File: src/rtl/core/kqf_pkg.sv
`timescale 1ns / 1ps
// ----------------------------------------------------------------------------
// kqf_pkg
// Shared types and constants of the Kuwahara quadrant filter.
// ----------------------------------------------------------------------------
package kqf_pkg;

    localparam int MAX_WINDOW  = 9;
    localparam int MAX_WIDTH   = 1024;
    localparam int MAX_HEIGHT  = 4096;
    localparam int STORE_DEPTH = MAX_WINDOW * MAX_WIDTH;
    localparam int ADDR_W      = $clog2(STORE_DEPTH);
    localparam int COL_W       = $clog2(MAX_WIDTH);
    localparam int ROW_W       = $clog2(MAX_HEIGHT);
    localparam int PIX_W       = 8;
    localparam int CFG_W       = 13;
    localparam int POS_W       = COL_W + ROW_W;
    localparam int RECIP_ROW   = 65536 / MAX_WINDOW;
    localparam int RECIP_N9    = 65536 / 9;
    localparam int RECIP_N25   = 65536 / 25;

    localparam logic [1:0] CFG_WINDOW_SIZE  = 2'd0;
    localparam logic [1:0] CFG_IMAGE_WIDTH  = 2'd1;
    localparam logic [1:0] CFG_IMAGE_HEIGHT = 2'd2;

    typedef struct packed {
        logic             req_type;
        logic [PIX_W-1:0] pixel_in;
    } t_in_word;

    typedef struct packed {
        logic [PIX_W-1:0] pixel_out;
        logic             row_end;
        logic             frame_end;
    } t_out_word;

    typedef enum logic [2:0] {
        ST_IDLE,
        ST_WALK,
        ST_WAIT,
        ST_DIV,
        ST_EMIT
    } t_state;

    typedef struct packed {
        logic       accept;
        logic       tap_valid;
        logic       tap_last;
        logic [1:0] quad;
        logic [2:0] tap_row;
        logic [2:0] tap_col;
        logic       div_start;
        logic       emit;
    } t_cmd;

    typedef struct packed {
        logic       emit_req;
        logic [2:0] span;
        logic       best_done;
        logic       out_free;
    } t_status;

endpackage

File: src/rtl/core/kqf_ctrl.sv
`timescale 1ns / 1ps
// ----------------------------------------------------------------------------
// kqf_ctrl
// Sequencer that walks the four subwindows and steps the datapath.
// ----------------------------------------------------------------------------
module kqf_ctrl (
    input  logic             i_clk,
    input  logic             i_rst_n,
    input  logic             i_in_valid,
    output logic             o_in_ready,
    input  kqf_pkg::t_status i_status,
    output kqf_pkg::t_cmd    o_cmd
);
    import kqf_pkg::*;

    t_state     r_state, n_state;
    logic [1:0] r_q;
    logic [2:0] r_i, r_j;
    logic       tap_last, walk_end;

    assign tap_last = (r_j == i_status.span) && (r_i == i_status.span);
    assign walk_end = tap_last && (r_q == 2'd3);

    always_comb begin
        n_state = r_state;
        unique case (r_state)
            ST_IDLE: begin
                if (i_in_valid && i_status.emit_req) n_state = ST_WALK;
            end
            ST_WALK: begin
                if (walk_end) n_state = ST_WAIT;
            end
            ST_WAIT: begin
                if (i_status.best_done) n_state = ST_DIV;
            end
            ST_DIV:  n_state = ST_EMIT;
            ST_EMIT: begin
                if (i_status.out_free) n_state = ST_IDLE;
            end
            default: n_state = ST_IDLE;
        endcase
    end

    always_comb begin
        o_in_ready      = (r_state == ST_IDLE);
        o_cmd.accept    = (r_state == ST_IDLE) && i_in_valid;
        o_cmd.tap_valid = (r_state == ST_WALK);
        o_cmd.tap_last  = tap_last;
        o_cmd.quad      = r_q;
        o_cmd.tap_row   = r_i;
        o_cmd.tap_col   = r_j;
        o_cmd.div_start = (r_state == ST_DIV);
        o_cmd.emit      = (r_state == ST_EMIT) && i_status.out_free;
    end

    always_ff @(posedge i_clk) begin
        if (!i_rst_n) begin
            r_state <= ST_IDLE;
            r_q     <= '0;
            r_i     <= '0;
            r_j     <= '0;
        end else begin
            r_state <= n_state;
            if (r_state != ST_WALK) begin
                r_q <= '0;
                r_i <= '0;
                r_j <= '0;
            end else if (r_j == i_status.span) begin
                r_j <= '0;
                if (r_i == i_status.span) begin
                    r_i <= '0;
                    r_q <= r_q + 2'd1;
                end else begin
                    r_i <= r_i + 3'd1;
                end
            end else begin
                r_j <= r_j + 3'd1;
            end
        end
    end

    a_done_in_wait: assert property (@(posedge i_clk) disable iff (!i_rst_n)
        i_status.best_done |-> r_state == ST_WAIT)
        else $error("subwindow result arrived outside the wait state");

    a_walk_leaves: assert property (@(posedge i_clk) disable iff (!i_rst_n)
        (r_state == ST_WALK && walk_end) |=> r_state == ST_WAIT)
        else $error("walk did not end after the last tap");

    a_emit_leaves: assert property (@(posedge i_clk) disable iff (!i_rst_n)
        o_cmd.emit |=> r_state == ST_IDLE)
        else $error("controller stayed busy after loading a word");

endmodule

File: config.mk
export PLATFORM = sky130hd
export DESIGN_NAME = kqf_ctrl
export DESIGN_NICKNAME = d
export VERILOG_FILES = /design/src/rtl/core/kqf_pkg.sv /design/src/rtl/core/kqf_ctrl.sv
export SDC_FILE = /design/constraint.sdc
export NUM_CORES = 1
export LEC_CHECK = 0
export BUFFER_PORTS_ARGS = -buffer_cell sky130_fd_sc_hd__clkbuf_2
export CORE_UTILIZATION = 35
export DETAILED_ROUTE_END_ITERATION = 10
export GPL_ROUTABILITY_DRIVEN = 0
export PLACE_DENSITY_LB_ADDON = 0.2
export SETUP_SLACK_MARGIN = 0.05
export SYNTH_ARGS = -nofsm -noshare
export SYNTH_HDL_FRONTEND = slang
export SYNTH_SLANG_ARGS = --single-unit
export TNS_END_PERCENT = 50
File: constraint.sdc
create_clock -name i_clk -period 2.4 [get_ports i_clk]
set_input_delay 0.48 -clock i_clk [delete_from_list [all_inputs] [get_ports i_clk]]
set_output_delay 0.48 -clock i_clk [all_outputs]
set_load 0.1 [all_outputs]
# Word level (Yosys, flattened, before mapping)
# Index checks and enable logic that the tools add are counted.
# totals
regBits	11
latch_bits	0
ram_bits	0
rom_bits	0
in_bits	9
output_inout_bits	14
word_cells	36
memories	0
# op_classes
addsub	3
n_mul	0
div	0
n_lt_le_gt_ge	0
n_eq_ne	12
n_shift	0
n_mux	6
bitwise_logic	1
reduce_logical	10
# op_table
op	n
3-bit 2-to-1 mux	5
3-bit case mux with 5 select lines	1
3-bit by 1-bit adder with 3-bit output (second input constant)	2
3-bit by 2-bit == test with 1-bit output (second input constant)	2
3-bit == test	2
1-bit logical AND	5
2-bit by 1-bit inequality test with 1-bit output (second input constant)	2
2-bit inequality test (second input constant)	2
4-bit AND reduction	1
3-bit by 1-bit == test with 1-bit output (second input constant)	1
3-bit == test (second input constant)	1
3-bit logical NOT	1
3-bit by 1-bit inequality test with 1-bit output (second input constant)	1
3-bit OR reduction	1
2-bit by 1-bit adder with 2-bit output (second input constant)	1
2-bit == test (second input constant)	1
2-bit AND reduction	1
2-bit OR reduction	1
1-bit NOT	1

# Depth between registers and ports, before layout
# Gate-level depths: netlist of run 1.
# depth
ltp_word	5
ltp_mapped	5
ltp_nobuf	4

# Worst setup path after synthesis of run 1
# No wires, ideal clock.
# synth_timing
path_type	reg-to-output
start	register r_state[2]
end	output o_cmd[12] in the netlist's numbering
t_arrival_ns	3.425
required_ns	1.920
slack_ns	-1.505
stages_incl_launch_ff	3
path_buffers	0
path_cell_list	dfxtp_1 -> nor3_1 -> and2_1
# synth_rtl
element	line	text
start: declaration	kqf_ctrl.sv:16	t_state r_state, n_state;
start signal: assignment	kqf_ctrl.sv:63	r_state <= n_state;
end: declaration	kqf_ctrl.sv:12	output kqf_pkg::t_cmd o_cmd

==> metrics.yaml, run 1 <==
synth:
  syn_nets: 80
  ys_types: 29
  async_flop_share_pct: 0
  synth_top_area_share_pct: 35.3
  synth_area_um2: 623
  ys_seq_area_share_pct: 35.3
  synth_edf_count: 0
  ys_ff_latch: 11
  netlist_top_cells_count: "dfxtp_1 (11), nand2_1 (11), xnor2_1 (7)"
  avgSynthCellArea_um2: 9.16
  yosys-top-cells-area: "dfxtp_1 (35%), xnor2_1 (9.8%), nand2_1 (6.6%), ha_1 (6.0%), mux2i_1 (3.2%)"
  synth_top_area_cell: "dfxtp_1"
  yosys_most_used_dff: "dfxtp_1"
  synthCells: 68
  yosys_warnings: 0
floorplan:
  ios: 23
  dieArea_mm2: 0.00195
  die_x_um: 44.2
  die_h_um: 44.2
  coreArea_mm2: 0.00158
  rows: 14
  start_util_pct: 39.5
finish:
  area_growth_pct: 25.3
  drive_gt1_share_pct: 38.5
  fillers: 154
  final_cell_area_um2: 781
  diodes: 0
  finalCoreUtilization_pct: 49.5
  layout.nets: 104
routing:
  first_pass_iters: 7
  wl_per_cell_um: 11.4
  routed_wl_mm: 1.22
  vias: 546
  drtIter0Drc: 8
  final_antenna_net_count: 0
  via_per_inst: 5.10
  drc: 2
timing:
  worst-slew-pin-transition_ps: 544
  timing_hold_violations_final: 0
  finalSetupViolCount: 0
  finClkSkew_ps: 0.466
  finalMaxSlewViolations: 0
  finalSetupTns_ps: 0
  max_freq_mhz: 508
  fin_crit_ps: 1970
  slew_headroom_pct: 63.9
  rsz0062_at_grt: "no"
  finalCritPeriodShare_pct: 82.0
  finalHoldWorstSlack_ps: 474
cts:
  clk_pin_slew_ps: 70
  cts_hold_buffers: 0
  cts_buffer_depth: 2
  numClockSinks: 11
  clk_latency_ps: 270
  cts_setup_buffers: 0
  post_cts_resized: 0
  cts_buffers: 3
  htree_levels: 1
  root_buffer: "clkbuf_4"
  cts_tree: "built"
grt:
  antenna_found_initial: 0
  grt_max_degree: 13
  grt_pass1_vias: 496
  gr-total-overflow: 0
  grt_use_total_pct: 14.5
  grt_pass1_wl_mm: 2.04
critical_path:
  crit_chain: "xnor2_1 -> nand3_1 -> nor2_4 -> buf_12"
  crit_path_max_incr_delay_ps: 390
  path_class: "flop to output pin"
  startpoint_type: "flop"
  critPathMaxFanout: 5
  crit_slowest_cell: "dfxtp_1"
  endpoint_kind: "output pin"
  critical_path_arrival_ps: 1490
  required_ps: 1920
place:
  postPlaceCellArea_um2: 754
  numPortBuffers: 22
  dp_hpwl_um: 943
power:
  totalPowerFinal_w: 0.000394
  p_leak_nw: 0.347
  pwr_density_cell_mw_per_mm2: 504
  peakVddDrop_v: 0.000216
status:
  violations: "design-rule violations"
  outcome: "finished, violations left"
job:
  max_cap_violations: 0
worst_hold_path:
  hp-class: "input pin to flop"
## metrics by stage
stage | worst slack [ps] | std cells
after floorplan | -15.1 | 68
after global placement | 504 | 103
after detailed placement | 472 | 103
after CTS | 403 | 107
after global routing | 290 | 107
final | 431 | 107
## final cells by class
cell class                      count  area, um2  share of cell area [%]
Inverter                            1       3.75                   0.481
Sequential cell                    11        220                    28.2
Tap cell                           16       20.0                    2.56
Clock buffer                        4       26.3                    3.37
Timing Repair Buffer               22        125                    16.0
Multi-Input combinational cell     53        385                    49.4
## path summary, 6_finish.rpt
check | start | end | slack (ps) | cells after the start
worst max-delay path | r_j[2]$_SDFF_PP0_ | o_cmd[10] | 430 | 4
worst min-delay path | i_rst_n | r_state[2]$_SDFFE_PN0P_ | 470 | 2
worst max register to register | r_j[2]$_SDFF_PP0_ | r_q[0]$_SDFFE_PP0P_ | 1110 | 4
worst min register to register | r_j[0]$_SDFF_PP0_ | r_j[0]$_SDFF_PP0_ | 480 | 1
## report_power, final
part	switching [W]	leakage, nW	internal, W
Clock	0.0000626	0.0150	0.0000643
Sequential	0.00000384	0.0889	0.000185
Combinational	0.0000570	0.243	0.0000214
## cells by family after synthesis
family	after synthesis	synth area share, %
xor+xnor	7	9.84
buf+inv	4	4.82
fa+ha+maj	3	6.02
simple gates	31	29.3
mux	2	3.21
flops	11	35.3
compound gates	10	11.4
## state kept, by name, indices dropped and copies added (netlist names)
register  count
r_i           3
r_j           3
r_q           2
r_state       3
## cells in the final DEF (no fill, tap or decap), drive strengths merged, types with 2 or more instances in the layout
cell    instances
and2            2
and3            3
clkbuf         25
dfxtp          11
ha              3
mux2i           2
nand2          11
nand2b          2
nand3           2
nand4b          2
nor2            5
o21a            2
o21ai           2
o22ai           2
xnor2           7
## per-layer routing
| layer | wire length [um] | track usage [%] |
|---|---|---|
| met1 | 588 | 17.5 |
| met5 | 0 | 0 |
| met2 | 557 | 22.1 |
| met3 | 63 | 4.90 |
| met4 | 10 | 9.09 |
## worst max-delay path: cells and delay by family (launching register included)
| kind | cells | cell delay [ps] |
|---|---|---|
| XOR/XNOR | 1 | 160 |
| buffers and inverters | 1 | 200 |
| flip-flops | 1 | 390 |
| AND/OR/NAND/NOR | 2 | 460 |
(Power assumes the default switching activity.)
==> run 2, diff against run 1 <==
--- a/config.mk
+++ b/config.mk
@@ -5,6 +5,7 @@
 export SDC_FILE = /design/constraint.sdc
 export NUM_CORES = 1
 export LEC_CHECK = 0
+export ABC_AREA = 1
 export BUFFER_PORTS_ARGS = -buffer_cell sky130_fd_sc_hd__clkbuf_2
 export CORE_UTILIZATION = 35
 export DETAILED_ROUTE_END_ITERATION = 10
==> constraint.sdc (replaced) <==
create_clock -name i_clk -period 1.9 [get_ports i_clk]
set_input_delay 0.38 -clock i_clk [delete_from_list [all_inputs] [get_ports i_clk]]
set_output_delay 0.38 -clock i_clk [all_outputs]
set_load 0.1 [all_outputs]
==> run 2 against run 1 <==
Compared with the run above:
- the flow now finishes without violations
- critical path depth fell by 2
- routed wire length grew 5.5%
- synthesized cell count grew 46%
- register-to-register slack got worse by 530 ps
- core utilization is 0.12 points higher
- sequential power grew 61%
- worst setup slack worse by 290 ps
- critical path type unchanged
- critical endpoint is now o_cmd[11]
- largest cell class unchanged
==> metrics.yaml, run 2 <==
synth:
  synth_top_area_share_pct: 33.0  # -2.4 points
  yosys_warnings: 0  # unchanged
  avgSynthCellArea_um2: 6.75  # -26%
  synth_edf_count: 0  # unchanged
  yosysMostFrequentCell: "nand2_1"
  synthCells: 99  # +46%
  syn_nets: 111  # +39%
  ys_seq_area_share_pct: 33.0  # -2.4 points
  async_flop_share_pct: 0  # unchanged
  synth_area_um2: 668  # +7.2%
  yosys_most_used_dff: "dfxtp_1"
  ys_types: 21  # -28%
  ys_ff_latch: 11  # unchanged
  yosys-top-cells-area: "dfxtp_1 (33%), nand2_1 (14%), inv_1 (11%), ha_1 (5.6%), nor2_1 (5.6%)"
  netlist_top_cells_count: "nand2_1 (25), inv_1 (19), dfxtp_1 (11)"
  synth_top_area_cell: "dfxtp_1"
finish:
  drive_gt1_share_pct: 34.1  # -4.3 points
  top_regs: "r_i: 3 flops, r_j: 3 flops, r_state: 3 flops"
  regArea_um2: 233  # +5.7%
  layout_commonest_cell: "nand2_1"
  diodes: 0  # unchanged
  fillers: 200  # +30%
  mostFrequentLayoutCells: "nand2_1 (25), inv_1 (19), clkbuf_2 (17)"
  area_growth_pct: 31.1
  multi_input_area_um2: 358  # -7.1%
  layout.nets: 136  # +31%
worst_hold_path:
  worstHoldPathCells: 3  # +1
  hp-class: "input pin to flop"
grt:
  antenna_found_initial: 0  # unchanged
  met2_usage_pct: 22.0  # -0.059 points
  gr-total-overflow: 0  # unchanged
  grt_pass1_vias: 532  # +7.3%
  grt_use_total_pct: 14.6  # +0.051 points
  gr-usage-met1_pct: 19.3  # +1.8 points
  use_met3_pct: 7.14  # +2.2 points
  grt_pass1_wl_mm: 2.16  # +5.7%
  grt_max_degree: 7  # -6
  grt-busiest-layer: "met2"
floorplan:
  rows: 15  # +1
  coreArea_mm2: 0.00176  # +12%
  die_h_um: 45.7  # +3.4%
  dieArea_mm2: 0.00209  # +6.9%
  start_util_pct: 37.9  # -1.7 points
  die_x_um: 45.7  # +3.4%
  ios: 23  # unchanged
timing:
  finalHoldWorstSlack_ps: 350  # -124 ps
  worst-slew-pin-transition_ps: 542  # -1.27 ps
  finClkSkew_ps: 1.47  # +1.01 ps
  finalMaxSlewViolations: 0  # unchanged
  finalCritPeriodShare_pct: 92.7
  timing_hold_violations_final: 0  # unchanged
  finalSetupTns_ps: 0  # unchanged
  finalSetupViolCount: 0  # unchanged
  fin_crit_ps: 1760
  max_freq_mhz: 568
  slew_headroom_pct: 64.0  # +0.084 points
  rsz0062_at_grt: "yes"
power:
  pwr_density_cell_mw_per_mm2: 1420  # +180%
  p_leak_nw: 0.455  # +31%
  peakVddDrop_v: 0.000626  # +190%
cts:
  cts_buffers: 3  # unchanged
  clk_pin_slew_ps: 70  # about the same
  numClockSinks: 11  # unchanged
  cts_tree: "built"
  htree_levels: 1  # unchanged
  clk_latency_ps: 260  # about the same
  cts_buffer_depth: 2  # unchanged
  root_buffer: "clkbuf_4"
routing:
  vias: 622  # +14%
  drc: 0  # -2
  drtIter0Drc: 10  # +2
  final_antenna_net_count: 0  # unchanged
  via_per_inst: 4.20  # -18%
  wl_per_cell_um: 8.70  # -24%
  routed_wl_mm: 1.29  # +5.5%
  first_pass_iters: 4  # -3
critical_path:
  endpoint_kind: "output pin"
  r2r_slack_ps: 580  # -530 ps
  worstSetupEndpoint: "o_cmd[11]"
  startpoint_type: "flop"
  path_class: "flop to output pin"
  critical_path_arrival_ps: 1380  # -110 ps
  critPathMaxFanout: 5  # unchanged
  required_ps: 1520  # -400 ps
  reg2reg_from: "r_j[1]$_SDFF_PP0_"
  r2r_end: "r_state[0]$_SDFFE_PN0P_"
  rr_worst_depth: 8  # +4
  startpoint: "r_state[2]$_SDFFE_PN0P_"
job:
  max_cap_violations: 0  # unchanged
status:
  outcome: "finished clean"
place:
  numPortBuffers: 22  # unchanged
  dp_hpwl_mm: 1.10  # +16%
[run 2: cell count changes after synthesis, sizes merged, moves of 3 or more]
| cell | before | now |
|---|---|---|
| a21oi | 1 | 4 |
| and3 | 3 | 0 |
| inv | 1 | 22 |
| nand2 | 11 | 27 |
| nand3 | 2 | 5 |
| nor2 | 5 | 12 |
| xnor2 | 7 | 3 |
[run 2: power by group]
group / switching, W / internal [W] / leakage (nW)
combinational: 0.000607 / 0.000175 / 0.347
clock: 0.0000724 / 0.0000811 / 0.0150
sequential: 0.0000389 / 0.000266 / 0.0929
[run 2: worst min-delay path by stage]
stage | startpoint | endpoint | slack [ps]
2_1_floorplan | i_rst_n | r_state[0]$_SDFFE_PN0P_ | 480
3_3_place_gp | r_j[0]$_SDFF_PP0_ | r_j[0]$_SDFF_PP0_ | 430
3_5_place_dp | r_j[0]$_SDFF_PP0_ | r_j[0]$_SDFF_PP0_ | 430
4_1_cts | i_rst_n | r_state[0]$_SDFFE_PN0P_ | 350
5_1_grt | i_rst_n | r_state[0]$_SDFFE_PN0P_ | 340
6_report | i_rst_n | r_state[0]$_SDFFE_PN0P_ | 350
[run 2: cell type report]
| class | instances | area share, % |
|---|---|---|
| Tap cell | 25 | 3.57 |
| Timing Repair Buffer | 22 | 16.6 |
| Clock buffer | 4 | 3.00 |
| Multi-Input combinational cell | 64 | 40.9 |
| Sequential cell | 11 | 26.6 |
| Inverter | 22 | 9.43 |
[run 2: cell families after synthesis]
logic type | share of synthesized area [%]
buffers and inverters | 14.6
AO/OA/AOI/OAI | 8.05
flip-flops | 33.0
adder cells (fa/ha/maj) | 5.62
AND/OR/NAND/NOR | 33.5
XOR/XNOR | 5.24
[run 2: repair_timing]
item,CTS,global route
hold buffers,0,0
endpoints found under the setup margin,0,4
buffers inserted,0,0
gates resized for setup,0,2
[run 2: layer usage]
metal	vias up	share of wire [%]	wire, um
li1	349	-	-
met1	262	47	603
met2	9	49	629
met3	2	3.6	46
met4	0	0.54	7
met5	-	0	0
[run 2: worst max-delay path, cell delays in order (launching register included)]
cell      delay (ps)
dfxtp_1          380
nor3_4           250
clkbuf_2         490
[run 2: per-stage QoR]
stage | cells | total power [W] | util (%) | area, um2 | setup WS [ps]
after floorplan | 99 | 0.000953 | - | 683 | -248
after global placement | 144 | 0.00108 | 47.9 | 845 | 276
after detailed placement | 144 | 0.00109 | 47.9 | 845 | 277
after CTS | 148 | 0.00125 | 49.4 | 871 | 123
after global routing | 148 | 0.00133 | 49.6 | 876 | 33.4
final | 148 | 0.00124 | 49.6 | 876 | 138
